===== src/design/bcdb_pkg.sv =====
// Shared types, constants and helpers for the binary to BCD converter with blanking.
// No dependencies; every other design file imports this package.
package bcdb_pkg;

    localparam int ValueW = 27;
    localparam int HalfW  = 14;   // holds 0..9999
    localparam int PairW  = 7;    // holds 0..99
    localparam int DigitW = 4;
    localparam int CodeW  = 5;
    localparam int ByteW  = 8;
    localparam int NumHalves = 2;
    localparam int NumPairs  = 4;
    localparam int NumDigits = 8;

    localparam logic [ValueW-1:0] DecMax    = 27'd99999999;
    localparam logic [ValueW-1:0] MulDiv10k = 27'd109951163; // ceil(2^40 / 10000)
    localparam int                Shift10k  = 40;
    localparam logic [HalfW-1:0]  Dec10k    = 14'd10000;
    localparam logic [HalfW-1:0]  MulDiv100 = 14'd10486;     // ceil(2^20 / 100)
    localparam int                Shift100  = 20;
    localparam logic [HalfW-1:0]  Dec100    = 14'd100;
    localparam logic [CodeW-1:0]  BlankCode = 5'd31;

    typedef struct packed {
        logic [ValueW-1:0] value;
        logic              blank_pad;
    } item_t;

    typedef struct packed {
        logic [31:0] high_word;
        logic [31:0] low_word;
    } result_t;

    // Per-stage control: item present, blanking requested.
    typedef struct packed {
        logic valid;
        logic pad;
    } ctl_t;

    typedef logic [NumHalves-1:0][HalfW-1:0] halves_t;
    typedef logic [NumPairs-1:0][PairW-1:0]  pairs_t;

    // Tens digit of a value 0..99 by independent threshold compares.
    function automatic logic [DigitW-1:0] tens_of(input logic [PairW-1:0] x);
        logic [DigitW-1:0] t;
        t = '0;
        for (int i = 1; i < 10; i++)
        begin
            if (x >= PairW'(10 * i))
            begin
                t = DigitW'(i);
            end
        end
        return t;
    endfunction

endpackage


===== src/design/bcdb_split.sv =====
// Splits a clamped value 0..99999999 into upper and lower four-digit halves.
// Uses bcdb_pkg; two register stages (reciprocal multiply, then remainder).
module bcdb_split (
    input  logic                               clk,
    input  logic                               rst_n,
    input  bcdb_pkg::ctl_t                     ctl_in,
    input  logic [bcdb_pkg::ValueW-1:0]        value,
    output bcdb_pkg::ctl_t                     ctl_out,
    output bcdb_pkg::halves_t                  halves
);
    import bcdb_pkg::*;

    logic [2*ValueW-1:0] prod;
    logic [HalfW-1:0]    quot_next;
    logic [HalfW-1:0]    quot_reg;
    logic [ValueW-1:0]   value_reg;
    ctl_t                ctl_a_reg;
    logic [ValueW-1:0]   rem_full;
    halves_t             halves_next;
    halves_t             halves_reg;
    ctl_t                ctl_b_reg;

    assign prod      = value * MulDiv10k;
    assign quot_next = prod[Shift10k +: HalfW];

    assign rem_full    = value_reg - (ValueW'(quot_reg) * ValueW'(Dec10k));
    assign halves_next = {quot_reg, rem_full[HalfW-1:0]};

    always_ff @(posedge clk or negedge rst_n)
    begin
        if (!rst_n)
        begin
            ctl_a_reg <= '0;
            ctl_b_reg <= '0;
        end
        else
        begin
            ctl_a_reg <= ctl_in;
            ctl_b_reg <= ctl_a_reg;
        end
    end

    always_ff @(posedge clk)
    begin
        quot_reg   <= quot_next;
        value_reg  <= value;
        halves_reg <= halves_next;
    end

    assign ctl_out = ctl_b_reg;
    assign halves  = halves_reg;

endmodule


===== src/design/bcdb_half.sv =====
// Splits each four-digit half into two digit pairs 0..99.
// Uses bcdb_pkg; two register stages (reciprocal multiply, then remainder).
module bcdb_half (
    input  logic              clk,
    input  logic              rst_n,
    input  bcdb_pkg::ctl_t    ctl_in,
    input  bcdb_pkg::halves_t halves,
    output bcdb_pkg::ctl_t    ctl_out,
    output bcdb_pkg::pairs_t  pairs
);
    import bcdb_pkg::*;

    logic [NumHalves-1:0][2*HalfW-1:0] prod;
    logic [NumHalves-1:0][PairW-1:0]   hund_next;
    logic [NumHalves-1:0][PairW-1:0]   hund_reg;
    halves_t                           halves_reg;
    ctl_t                              ctl_a_reg;
    logic [NumHalves-1:0][HalfW-1:0]   rem_full;
    pairs_t                            pairs_next;
    pairs_t                            pairs_reg;
    ctl_t                              ctl_b_reg;

    always_comb
    begin
        for (int h = 0; h < NumHalves; h++)
        begin
            prod[h]      = halves[h] * MulDiv100;
            hund_next[h] = prod[h][Shift100 +: PairW];
            rem_full[h]  = halves_reg[h] - (HalfW'(hund_reg[h]) * Dec100);
            pairs_next[2*h+1] = hund_reg[h];
            pairs_next[2*h]   = rem_full[h][PairW-1:0];
        end
    end

    always_ff @(posedge clk or negedge rst_n)
    begin
        if (!rst_n)
        begin
            ctl_a_reg <= '0;
            ctl_b_reg <= '0;
        end
        else
        begin
            ctl_a_reg <= ctl_in;
            ctl_b_reg <= ctl_a_reg;
        end
    end

    always_ff @(posedge clk)
    begin
        hund_reg   <= hund_next;
        halves_reg <= halves;
        pairs_reg  <= pairs_next;
    end

    assign ctl_out = ctl_b_reg;
    assign pairs   = pairs_reg;

endmodule


===== src/design/bcdb_pack.sv =====
// Turns digit pairs into eight digit bytes, applies leading-zero blanking,
// and holds the result register. Uses bcdb_pkg.
module bcdb_pack (
    input  logic              clk,
    input  logic              rst_n,
    input  bcdb_pkg::ctl_t    ctl_in,
    input  bcdb_pkg::pairs_t  pairs,
    output logic              done,
    output bcdb_pkg::result_t result
);
    import bcdb_pkg::*;

    logic [NumDigits-1:0][DigitW-1:0] digits;
    logic [NumDigits-1:0]             blank;
    logic [NumDigits-1:0][ByteW-1:0]  bytes;
    logic                             lead;
    result_t                          result_next;
    result_t                          result_reg;
    logic                             done_reg;

    always_comb
    begin
        for (int p = 0; p < NumPairs; p++)
        begin
            digits[2*p+1] = tens_of(pairs[p]);
            digits[2*p]   = DigitW'(pairs[p] - (PairW'(digits[2*p+1]) * PairW'(10)));
        end

        // Blank from the top down until the first nonzero digit; digit 0 always shows.
        lead  = ctl_in.pad;
        blank = '0;
        for (int i = NumDigits - 1; i > 0; i--)
        begin
            if (lead && (digits[i] == '0))
            begin
                blank[i] = 1'b1;
            end
            else
            begin
                lead = 1'b0;
            end
        end

        for (int i = 0; i < NumDigits; i++)
        begin
            bytes[i] = blank[i] ? ByteW'(BlankCode) : ByteW'(digits[i]);
        end

        result_next.high_word = {bytes[7], bytes[6], bytes[5], bytes[4]};
        result_next.low_word  = {bytes[3], bytes[2], bytes[1], bytes[0]};
    end

    always_ff @(posedge clk or negedge rst_n)
    begin
        if (!rst_n)
        begin
            done_reg <= 1'b0;
        end
        else
        begin
            done_reg <= ctl_in.valid;
        end
    end

    always_ff @(posedge clk)
    begin
        result_reg <= result_next;
    end

    assign done   = done_reg;
    assign result = result_reg;

endmodule


===== src/design/binary_to_bcd_blanking.sv =====
// Binary to eight-digit BCD converter with leading-zero blanking, top level.
// Depends on bcdb_pkg, bcdb_split, bcdb_half and bcdb_pack.
//
// Usage:
//   Input channel: drive item (value, blank_pad) and raise start. A transfer
//   happens at each rising edge with start high and busy low. busy is always
//   low here, so a new item may be transferred on every cycle.
//   Result channel: done is high for exactly one cycle with result (high_word,
//   low_word) valid in that cycle; the transfer completes at the edge that
//   ends it. The receiver cannot stall, so results never back up.
//   Path: an accepted item passes the input register, two split stages, two
//   pair stages and the result register, which raises done with the result.
//   Throughput: one item per cycle; results leave in input order.
//   Values above 99999999 are clamped before conversion. With blank_pad set,
//   leading zero digits become code 31, and a zero value shows only digit 0.
//   Reset (rst_n low) clears all valid flags, dropping any items in flight;
//   data registers are not reset and are ignored until refilled.
module binary_to_bcd_blanking (
    input  logic              clk,
    input  logic              rst_n,
    input  logic              start,
    output logic              busy,
    input  bcdb_pkg::item_t   item,
    output logic              done,
    output bcdb_pkg::result_t result
);
    import bcdb_pkg::*;

    ctl_t              ctl_in_reg;
    logic [ValueW-1:0] value_next;
    logic [ValueW-1:0] value_reg;
    ctl_t              ctl_split;
    halves_t           halves;
    ctl_t              ctl_half;
    pairs_t            pairs;

    // Never holds off the sender: every stage advances on every cycle.
    assign busy = 1'b0;

    // Clamp oversized values to the largest eight-digit number.
    assign value_next = (item.value > DecMax) ? DecMax : item.value;

    always_ff @(posedge clk or negedge rst_n)
    begin
        if (!rst_n)
        begin
            ctl_in_reg <= '0;
        end
        else
        begin
            ctl_in_reg.valid <= start && !busy;
            ctl_in_reg.pad   <= item.blank_pad;
        end
    end

    always_ff @(posedge clk)
    begin
        value_reg <= value_next;
    end

    // Divide by 10000: upper and lower four-digit halves.
    bcdb_split u_split (
        .clk     (clk),
        .rst_n   (rst_n),
        .ctl_in  (ctl_in_reg),
        .value   (value_reg),
        .ctl_out (ctl_split),
        .halves  (halves)
    );

    // Divide each half by 100: four pairs of digits.
    bcdb_half u_half (
        .clk     (clk),
        .rst_n   (rst_n),
        .ctl_in  (ctl_split),
        .halves  (halves),
        .ctl_out (ctl_half),
        .pairs   (pairs)
    );

    // Final digits, blanking and result register.
    bcdb_pack u_pack (
        .clk    (clk),
        .rst_n  (rst_n),
        .ctl_in (ctl_half),
        .pairs  (pairs),
        .done   (done),
        .result (result)
    );

endmodule


===== config.mk =====
export PLATFORM = sky130hd
export DESIGN_NAME = binary_to_bcd_blanking
export DESIGN_NICKNAME = d
export VERILOG_FILES = /design/src/design/bcdb_pkg.sv /design/src/design/bcdb_split.sv /design/src/design/bcdb_half.sv /design/src/design/bcdb_pack.sv /design/src/design/binary_to_bcd_blanking.sv
export SDC_FILE = /design/constraint.sdc
export NUM_CORES = 1
export LEC_CHECK = 0
export ABC_AREA = 1
export BUFFER_PORTS_ARGS = -buffer_cell sky130_fd_sc_hd__buf_2
export CORE_UTILIZATION = 37
export DETAILED_ROUTE_END_ITERATION = 6
export MAX_ROUTING_LAYER = met4
export PLACE_DENSITY = 0.61
export SETUP_SLACK_MARGIN = 0.1
export SKIP_CTS_REPAIR_TIMING = 1
export SYNTH_ARGS = -nofsm -noshare
export SYNTH_HDL_FRONTEND = slang
export SYNTH_SLANG_ARGS = --single-unit

===== constraint.sdc =====
create_clock -name clk -period 9.3 [get_ports clk]
set_input_delay 0 -clock clk [delete_from_list [all_inputs] [get_ports clk]]
set_output_delay 0 -clock clk [all_outputs]
set_load 0.02 [all_outputs]

After elaboration in Yosys (flattened, before gate mapping)
Index checks and enable logic that the tools add are counted.
{"block": "classes", "n_addsub": 7, "mul": 10, "magnitude_cmp": 37, "n_mux": 56, "reduce_logical": 14}
{"operator": "$ge 7x6->1 const B", "n": 12}
{"operator": "$ge 7x7->1 const B", "n": 12}
{"operator": "$ge 7x5->1 const B", "n": 8}
{"operator": "$mux 4", "n": 14}
{"operator": "$mul 27x27->54 const B", "n": 1}
{"operator": "$mul 14x13->26 const B", "n": 2}
{"operator": "$mux 3", "n": 12}
{"operator": "$mux 5", "n": 7}
{"operator": "$ge 7x4->1 const B", "n": 4}
{"operator": "$logic_not 4->1", "n": 7}
{"operator": "$gt 27x27->1 const B", "n": 1}
{"operator": "$mux 1", "n": 17}
{"operator": "$mul 4x3->3 const B", "n": 4}
{"operator": "$sub 4x4->4", "n": 4}
{"operator": "$mul 14x10->10 const B", "n": 1}
{"operator": "$mul 7x5->5 const B", "n": 2}
{"operator": "$sub 14x14->14", "n": 1}
{"operator": "$sub 7x7->7", "n": 2}
{"operator": "$mux 2", "n": 6}
{"operator": "$logic_and 1x1->1", "n": 7}
{"block": "word_totals", "regBits": 210, "input_bits": 31, "out_inout_bits": 66, "wordCells": 157}

Logic depth before layout (Yosys ltp)
Gate-level depths: netlist (run 1).
{"block": "logic_depth", "depth_word": 26, "mapped_depth": 24, "depth_no_buf": 24}

Hierarchy
A second synthesis (run 1) with hierarchy kept.
{"block": "hier_totals", "cells_unflattened": 3385, "hier_area_um2": 28942.8}
{"mod": "bcdb_split", "instances": 1, "cells_per_inst": 1863, "area_each_um2": 16482.1, "seq_area_each_um2": 1221.2}
{"mod": "bcdb_half", "instances": 1, "cells_per_inst": 1083, "area_each_um2": 9150.0, "seq_area_each_um2": 1221.2}
{"mod": "bcdb_pack", "instances": 1, "cells_per_inst": 307, "area_each_um2": 2255.9, "seq_area_each_um2": 805.8}
{"mod": "binary_to_bcd_blanking", "instances": 1, "cells_per_inst": 132, "area_each_um2": 1054.8, "seq_area_each_um2": 590.6}

Worst setup path after synthesis (run 1)
Ideal clock, no wire load.
{"block": "synth_timing", "path_kind": "flip-flop to flip-flop", "startpoint": "reg value_reg[8]", "endpoint": "reg u_split.quot_reg[9]", "setup_time_ps": 72, "arrival_ps": 5467, "t_required_ps": 9228, "setup_slack_ps": 3761, "path_stages_with_launch": 22, "n_path_buf": 0, "period_less_slack_ps": 5539, "cell_sequence": "dfxtp_1 > ha_1 > fa_1 > inv_1 > fa_1 > fa_1 > fa_1 > inv_1 > fa_1 > inv_1 > fa_1 > inv_1 > ha_1 > nand2_1 > nor2_1 > inv_1 > nor3_1 > nand4_1 > nand3_1 > nand2_1 > nand3_1 > xor2_1"}
{"block": "synth_between", "elab_chain_len": 1}
{"item": "from (decl)", "line": "binary_to_bcd_blanking.sv:31", "rtl": "logic [ValueW-1:0] value_reg;"}
{"item": "from (signal assigned)", "line": "binary_to_bcd_blanking.sv:58", "rtl": "value_reg <= value_next;"}
{"item": "$mul 27x27->54", "line": "bcdb_split.sv:23", "rtl": "assign prod = value * MulDiv10k;"}
{"item": "via u_split.prod[49]", "line": "bcdb_split.sv:13", "rtl": "logic [2*ValueW-1:0] prod;"}
{"item": "to (signal assigned)", "line": "bcdb_split.sv:45", "rtl": "quot_reg <= quot_next;"}
{"item": "to (decl)", "line": "bcdb_split.sv:15", "rtl": "logic [HalfW-1:0] quot_reg;"}
The timed path passes the listed nets, and every way through them passes these cells.
A chain may end at the register's enable or synchronous reset.

Worst setup path after layout (run 1)
{"block": "layout_timing", "startpoint": "reg value_reg[7]", "endpoint": "reg u_split.quot_reg[6]"}
The elaborated chain is that of the path after synthesis.

==> Implementation_results.wiki, run 1 <==
{| class="wikitable"
! Metric !! Value
|-
| Run status || finished with violations
|-
| Violated checks || DRC
|-
| Final worst path period share || 68.4%
|-
| Critical Path AT || 6740 ps
|-
| Count of endpoints failing setup in the final report || 0
|-
| Worst endpoint required time || roughly 9700 ps
|-
| Maximum net fanout on the critical path || 9
|-
| Post-detailed-placement half-perimeter wirelength || 57900 um
|-
| Fraction of final layout cells sized beyond drive strength 1 || under 10%
|-
| GP Congestion || around 0.97
|-
| Vias per Instance || between 4 and 5
|-
| Reg-to-reg setup timing slack || slightly below 3000 ps
|-
| Number of violations reported at the end of detailed-routing iteration 0 || about 900
|-
| Antenna cell count || 0
|-
| Residual DRC || 19
|-
| Number of levels in the clock H-tree || 4
|-
| Filler instances || roughly 7.4k
|-
| Detailed Route WL || ~65000 um
|-
| Headroom to the max-slew limit || roughly 48%
|-
| Final standard cell utilization of the core || 40.8%
|-
| WS Path Type || register to register
|-
| Clock slew seen by the registers of the worst setup and hold paths || about 90 ps
|-
| Part of the Yosys area used for sequential elements || roughly 14%
|-
| Antenna violations before repair || 0
|-
| Crit path buf inv count || 4
|-
| Cell depth of the worst min-delay path || 2
|-
| Via count of the first global-routing pass || 19.9k
|-
| Cell at the slowest stage of the critical path || sky130_fd_sc_hd__dfxtp_1
|-
| Fmax || 157 MHz
|-
| Number of vias after detailed routing || approximately 19k
|-
| Final Hold Fails || 0
|-
| Post-synthesis to final-layout area growth || 8.74%
|-
| Initial Util || 37.5%
|-
| Final design instance area without fill || 29800 sq um
|-
| Reg2reg path depth || 18
|-
| Fin Clk Skew || about 20 ps
|-
| Crit Reg-Reg Endpoint || u_split.quot_reg[6]
|-
| Quantity of I/O buffers inserted on ports || 70
|-
| Clk sink count || roughly 190
|-
| First-pass GRT wire length || 105000 um
|-
| Skew-Pair Late Insertion Delay || approximately 500 ps
|-
| Number of detailed-route iterations in the first pass || 7
|-
| Area enclosed by the die boundary || 75100 sq um
|-
| Hold Crit Start || start
|-
| Global route overflow || 0
|-
| Hold WC Path Type || input port to register
|-
| Setup crit start kind || register
|-
| Critical path's top delay family || adder cells
|-
| Cell with the most instances on the worst path || sky130_fd_sc_hd__fa_1
|-
| Unrepaired setup endpoints after global routing || false
|-
| Top FF cell, synth || sky130_fd_sc_hd__dfxtp_1
|-
| Cell area after synthesis || between 20000 and 30000 sq um
|-
| Critical path endpoint category || register
|-
| Die X-Extent || 274 um
|-
| Vertical extent of the die || 274 um
|-
| Final Max Slew Viols || 0
|-
| Origin of the critical flop-to-flop path || value_reg[7]
|-
| Total CTS buffers || 17
|-
| Worst slew pin tran || a little under 800 ps
|-
| Post-synthesis async set-or-reset flop share || around 5.8%
|-
| Top-Level Pins || 97
|-
| Cell chosen for the clock root || sky130_fd_sc_hd__clkbuf_16
|-
| CTS Buffer Depth || 2
|-
| Count of flip-flops with a built-in enable after synthesis || 0
|-
| Number of cells produced by synthesis || slightly below 3k
|-
| Hold_ws || about 140 ps
|-
| Crit path time final || 6360 ps
|-
| Destination of the worst hold path || ctl_in_reg[1]
|-
| Total GRT Usage || a little under a fifth
|-
| Maximum number of pins on one net before global-route repair || 25
|-
| Flip-flop count of the largest register, all copies and words added || 39
|-
| Post-place instance area || just under 30000 sq um
|-
| Rows || roughly 100
|-
| CP cell instances || ha_1 > fa_1 > inv_1 > fa_1 > fa_1 > fa_1 > inv_1 > fa_1 > inv_1 > fa_1 > inv_1 > ha_1 > a21oi_1 > o21a_1 > o21ai_0 > a211oi_1 > nand3_1 > xor2_1
|-
| Count of nets left with antenna violations after detail routing || 0
|-
| Post-detailed-route wirelength per cell || 16.0 um
|-
| Setup tns final || 0 ps
|-
| Core region area || roughly 73000 sq um
|-
| Count of warnings emitted by yosys || 0
|-
| CTS tree || built
|-
| Per-instance average area after synthesis || between 9 and 10 sq um
|-
| Count of different cell masters after synthesis || 41
|-
| Maximum Capacitance Violations || 0
|-
| Final nets || around 4.1k
|-
| Seq cells post-synth || around 190
|-
| Delay of the slowest cell on the worst path || ~730 ps
|}
metrics by stage:
step / std cells / setup slack (ps)
finish: 4067 / 2940
global route: 4067 / 2670
CTS: 4036 / 2910
detailed placement: 4004 / 2940
global placement: 4004 / 2880
floorplan: 3005 / 3760
cell families after synthesis:
family                     after synthesis  share of synthesized area (%)
and+or+nand+nor                        522                           8.23
buffers and inverters                  953                           13.4
DFF                                    189                           14.0
xor gates and xnor gates                84                           2.69
adders and majority gates              952                           56.0
AOI/OAI and AO/OA                      279                           5.62
other                                    1                         0.0137
placed cells by master, fill, tap and decap left out, drive strengths merged, types with 12 or more instances in the layout:
cell type	synthesis	routed
o21ai	92	92
inv	923	936
nor3	20	20
xor2	53	53
or2	22	22
nand2	259	259
a21oi	129	129
clkbuf	4	17
nor2	140	140
a21o	12	12
nand3	47	47
ha	495	495
dlygate4sd3	0	31
buf	26	70
nand4	26	26
fa	457	457
xnor2	31	31
conb	1	26
dfxtp	178	178
Yosys cell counts, types with 2 or more instances:
master	count	area share [%]
sky130_fd_sc_hd__nand2_1	255	3.5
sky130_fd_sc_hd__nor3_1	20	0.37
sky130_fd_sc_hd__xnor2_1	31	0.99
sky130_fd_sc_hd__a21o_1	12	0.33
sky130_fd_sc_hd__xor2_1	53	1.7
sky130_fd_sc_hd__inv_2	2	0.027
sky130_fd_sc_hd__a21oi_1	129	2.4
sky130_fd_sc_hd__nor2_1	138	1.9
sky130_fd_sc_hd__inv_1	921	13
sky130_fd_sc_hd__o21ai_0	90	1.6
sky130_fd_sc_hd__nand4_1	26	0.59
sky130_fd_sc_hd__nand3_1	44	0.80
sky130_fd_sc_hd__nor4_1	6	0.14
sky130_fd_sc_hd__o21bai_1	7	0.19
sky130_fd_sc_hd__fa_1	457	33
sky130_fd_sc_hd__nand2_2	3	0.069
sky130_fd_sc_hd__a31o_2	2	0.064
sky130_fd_sc_hd__nand3b_1	2	0.055
sky130_fd_sc_hd__ha_1	495	23
sky130_fd_sc_hd__or2_2	22	0.50
sky130_fd_sc_hd__dfrtp_1	11	1.0
sky130_fd_sc_hd__nand3_4	2	0.13
sky130_fd_sc_hd__o21a_1	9	0.25
sky130_fd_sc_hd__o21ai_1	2	0.037
sky130_fd_sc_hd__o2111ai_1	2	0.064
sky130_fd_sc_hd__a221oi_1	2	0.064
sky130_fd_sc_hd__o211ai_1	3	0.082
sky130_fd_sc_hd__buf_4	26	0.71
sky130_fd_sc_hd__dfxtp_1	178	13
sky130_fd_sc_hd__o31ai_1	7	0.19
sky130_fd_sc_hd__clkbuf_1	4	0.055
sky130_fd_sc_hd__a31oi_1	10	0.23
layer usage:
metal  GRT usage [%]  vias up  routed length (um)
met5               -        -                   0
met2            31.0      375               30800
met4            6.02        0                1920
met3            3.24       83                3360
li1                -     9197                   -
met1            23.9     9157               29000
worst max path at each step:
stage                 start  slack [ps]              endpoint  cells past startpoint
6_report       value_reg[7]        2940   u_split.quot_reg[6]                     18
4_1_cts        value_reg[7]        2910   u_split.quot_reg[6]                     18
3_3_place_gp   value_reg[7]        2880   u_split.quot_reg[6]                     18
3_5_place_dp   value_reg[7]        2940   u_split.quot_reg[6]                     18
2_1_floorplan  value_reg[8]        3760   u_split.quot_reg[9]                     21
5_1_grt        value_reg[2]        2670  u_split.quot_reg[12]                     20
final cells by class:
type | instances | area, sq um | share of cell area [%]
Tap cell | 959 | 1200 | 4.03
Clock buffer | 17 | 425 | 1.43
Timing Repair Buffer | 101 | 661 | 2.22
Multi-Input combinational cell | 1863 | 20000 | 67.1
Inverter | 923 | 3460 | 11.6
Clock inverter | 15 | 224 | 0.752
Sequential cell | 189 | 3840 | 12.9
Power of run 1 is not shown: default switching activity piles up to over one toggle a cycle in this logic, so the estimate is an artifact.
==> inputs of run 2 (changes only) <==
clock period = 5.9 ns   (was 9.3 ns; I/O delays follow)
==> run 2 against run 1 <==
  * The flow still finishes with violations (DRC)
  * Via count rose by 2.0%
  * Clock skew barely moved
  * Final area increased by 3.6%
  * Critical endpoint is now u_split.quot_reg[11]
==> Implementation_results.wiki, run 2 (synthesis gave the netlist of run 1 again) <==
{| class="wikitable"
! Metric !! Value
|-
| Run status || finished with violations (unchanged)
|-
| Violated checks || DRC (unchanged)
|-
| Number of levels in the clock H-tree || 4 (unchanged)
|-
| Clock slew seen by the registers of the worst setup and hold paths || 90 ps (about the same)
|-
| Antenna violations before repair || 0 (unchanged)
|-
| Worst endpoint required time || 6340 ps (was 9680 ps)
|-
| Unrepaired setup endpoints after global routing || true (was false)
|-
| Most common cell after layout, fill and taps aside || sky130_fd_sc_hd__inv_1 (unchanged)
|-
| Crit path time final || 5580 ps (was 6360 ps)
|-
| Flip-flop count of the largest register, all copies and words added || 39 (unchanged)
|-
| Final nets || 4147 (was 4078)
|-
| Post-synthesis to final-layout area growth || 12.6% (was 8.74%)
|-
| Setup crit start kind || register (unchanged)
|-
| Final Max Slew Viols || 0 (unchanged)
|-
| Fin Clk Skew || 20.3 ps (was 20.5 ps)
|-
| Number of vias after detailed routing || 19.2k (was 18.8k)
|-
| Vertical extent of the die || 274 um (unchanged)
|-
| Critical path origin || value_reg[17] (was value_reg[7])
|-
| Fmax || 179 MHz (was 157 MHz)
|-
| CTS tree || built (unchanged)
|-
| Count of endpoints failing setup in the final report || 0 (unchanged)
|-
| Count of nets left with antenna violations after detail routing || 0 (unchanged)
|-
| Fraction of final layout cells sized beyond drive strength 1 || 10.1% (was 4.41%)
|-
| Maximum Capacitance Violations || 0 (unchanged)
|-
| Timing endpoint of the critical path || u_split.quot_reg[11] (was u_split.quot_reg[6])
|-
| Post-place instance area || 29300 sq um (was 28800 sq um)
|-
| Core region area || 73100 sq um (unchanged)
|-
| Detailed Route WL || 65800 um (was 65100 um)
|-
| Antenna cell count || 0 (unchanged)
|-
| Most frequent cells in the layout || sky130_fd_sc_hd__inv_1 (916), sky130_fd_sc_hd__ha_1 (469), sky130_fd_sc_hd__fa_1 (453) (was sky130_fd_sc_hd__inv_1 (921), sky130_fd_sc_hd__ha_1 (495), sky130_fd_sc_hd__fa_1 (457))
|-
| Critical Path AT || 6030 ps (was 6740 ps)
|-
| Rows || 99 (unchanged)
|-
| Maximum number of pins on one net before global-route repair || 25 (unchanged)
|-
| Setup WS post-layout || 315 ps (was 2940 ps)
|-
| Residual DRC || 18 (was 19)
|-
| Worst setup slack before clock tree synthesis || 129 ps (was 2940 ps)
|-
| Clk sink count || 189 (unchanged)
|-
| Origin of the critical flop-to-flop path || value_reg[17] (was value_reg[7])
|-
| Post-detailed-route wirelength per cell || 15.9 um (was 16.0 um)
|-
| Hold_ws || 130 ps (was 137 ps)
|-
| Number of violations reported at the end of detailed-routing iteration 0 || 961 (was 914)
|-
| First-pass GRT wire length || 107000 um (was 105000 um)
|-
| Post-detailed-placement half-perimeter wirelength || 58600 um (was 57900 um)
|-
| Headroom to the max-slew limit || 52.5% (was 48.1%)
|-
| Hold WC Path Type || input port to register (unchanged)
|-
| Final Hold Fails || 0 (unchanged)
|-
| Die X-Extent || 274 um (unchanged)
|-
| Top-Level Pins || 97 (unchanged)
|-
| Global route overflow || 0 (unchanged)
|-
| Reg2reg path depth || 22 (was 18)
|-
| GP Congestion || 0.978 (was 0.966)
|-
| Skew-Pair Late Insertion Delay || 510 ps (was 500 ps)
|-
| WS Path Type || register to register (unchanged)
|-
| Area enclosed by the die boundary || 75100 sq um (unchanged)
|-
| Crit Reg-Reg Endpoint || u_split.quot_reg[11] (was u_split.quot_reg[6])
|-
| Vias per Instance || 4.64 (was 4.63)
|-
| Worst slew pin tran || 710 ps (was 776 ps)
|-
| Via count of the first global-routing pass || 20.3k (was 19.9k)
|-
| Total CTS buffers || 17 (unchanged)
|-
| Final worst path period share || 94.7% (was 68.4%)
|-
| Cell chosen for the clock root || sky130_fd_sc_hd__clkbuf_16 (unchanged)
|-
| Reg-to-reg setup timing slack || 320 ps (was 2940 ps)
|-
| Total GRT Usage || 19.1% (was 19.0%)
|-
| Quantity of I/O buffers inserted on ports || 70 (unchanged)
|-
| Critical path endpoint category || register (unchanged)
|-
| Setup tns final || 0 ps (unchanged)
|-
| Initial Util || 37.5% (unchanged)
|-
| Number of detailed-route iterations in the first pass || 7 (unchanged)
|-
| Maximum net fanout on the critical path || 6 (was 9)
|-
| Final design instance area without fill || 30800 sq um (was 29800 sq um)
|-
| CTS Buffer Depth || 2 (unchanged)
|}
run 2: final cells by class:
| class | count | area [sq um] |
|---|---|---|
| Inverter | 923 | 3470 |
| Sequential cell | 189 | 3890 |
| Fill cell | 7248 | 42200 |
| Timing Repair Buffer | 170 | 1190 |
| Multi-Input combinational cell | 1863 | 20400 |
| Clock inverter | 15 | 220 |
| Clock buffer | 17 | 425 |
| Tap cell | 959 | 1200 |
run 2: metrics by stage:
stage | util [%] | instances
after floorplan | - | 3005
after global placement | 40.1 | 4071
after detailed placement | 40.1 | 4071
after CTS | 41.0 | 4103
after global routing | 42.2 | 4136
final | 42.2 | 4136
run 2: how the worst min path moves through the flow:
| stage | endpoint | from | slack (ps) | cells past startpoint |
|---|---|---|---|---|
| after global routing | ctl_in_reg[0] | item[0] | 120 | 2 |
| after global placement | u_pack.done | rst_n | -120 | 1 |
| final | ctl_in_reg[1] | start | 130 | 2 |
| after CTS | u_pack.done | rst_n | -690 | 1 |
| after floorplan | ctl_in_reg[0] | rst_n | -300 | 0 |
| after detailed placement | u_pack.done | rst_n | -120 | 1 |
run 2: worst max-delay path: stages (launching register included):
cell and delay (ps):
sky130_fd_sc_hd__dfxtp_2 370, sky130_fd_sc_hd__buf_4 160, sky130_fd_sc_hd__fa_1 540, sky130_fd_sc_hd__ha_1 220, sky130_fd_sc_hd__inv_1 120, sky130_fd_sc_hd__fa_1 450, sky130_fd_sc_hd__fa_1 510, sky130_fd_sc_hd__inv_1 50
sky130_fd_sc_hd__fa_1 480, sky130_fd_sc_hd__inv_1 60, sky130_fd_sc_hd__fa_1 540, sky130_fd_sc_hd__inv_1 60, sky130_fd_sc_hd__fa_1 520, sky130_fd_sc_hd__ha_4 300, sky130_fd_sc_hd__nand2_1 130, sky130_fd_sc_hd__nor2_2 160
sky130_fd_sc_hd__inv_1 70, sky130_fd_sc_hd__nor2_1 150, sky130_fd_sc_hd__inv_1 80, sky130_fd_sc_hd__nor3_2 160, sky130_fd_sc_hd__nand2_1 80, sky130_fd_sc_hd__o211ai_1 140, sky130_fd_sc_hd__xor2_1 160
run 2: per-layer routing:
metal | global-route usage (%) | vias up | routed length, um
met3 | 2.43 | 85 | 2790
met5 | - | - | 0
met2 | 31.4 | 400 | 31300
met1 | 24.6 | 9367 | 29800
met4 | 5.70 | 0 | 1820
li1 | - | 9338 | -
Power of run 2 is left out for the same reason.
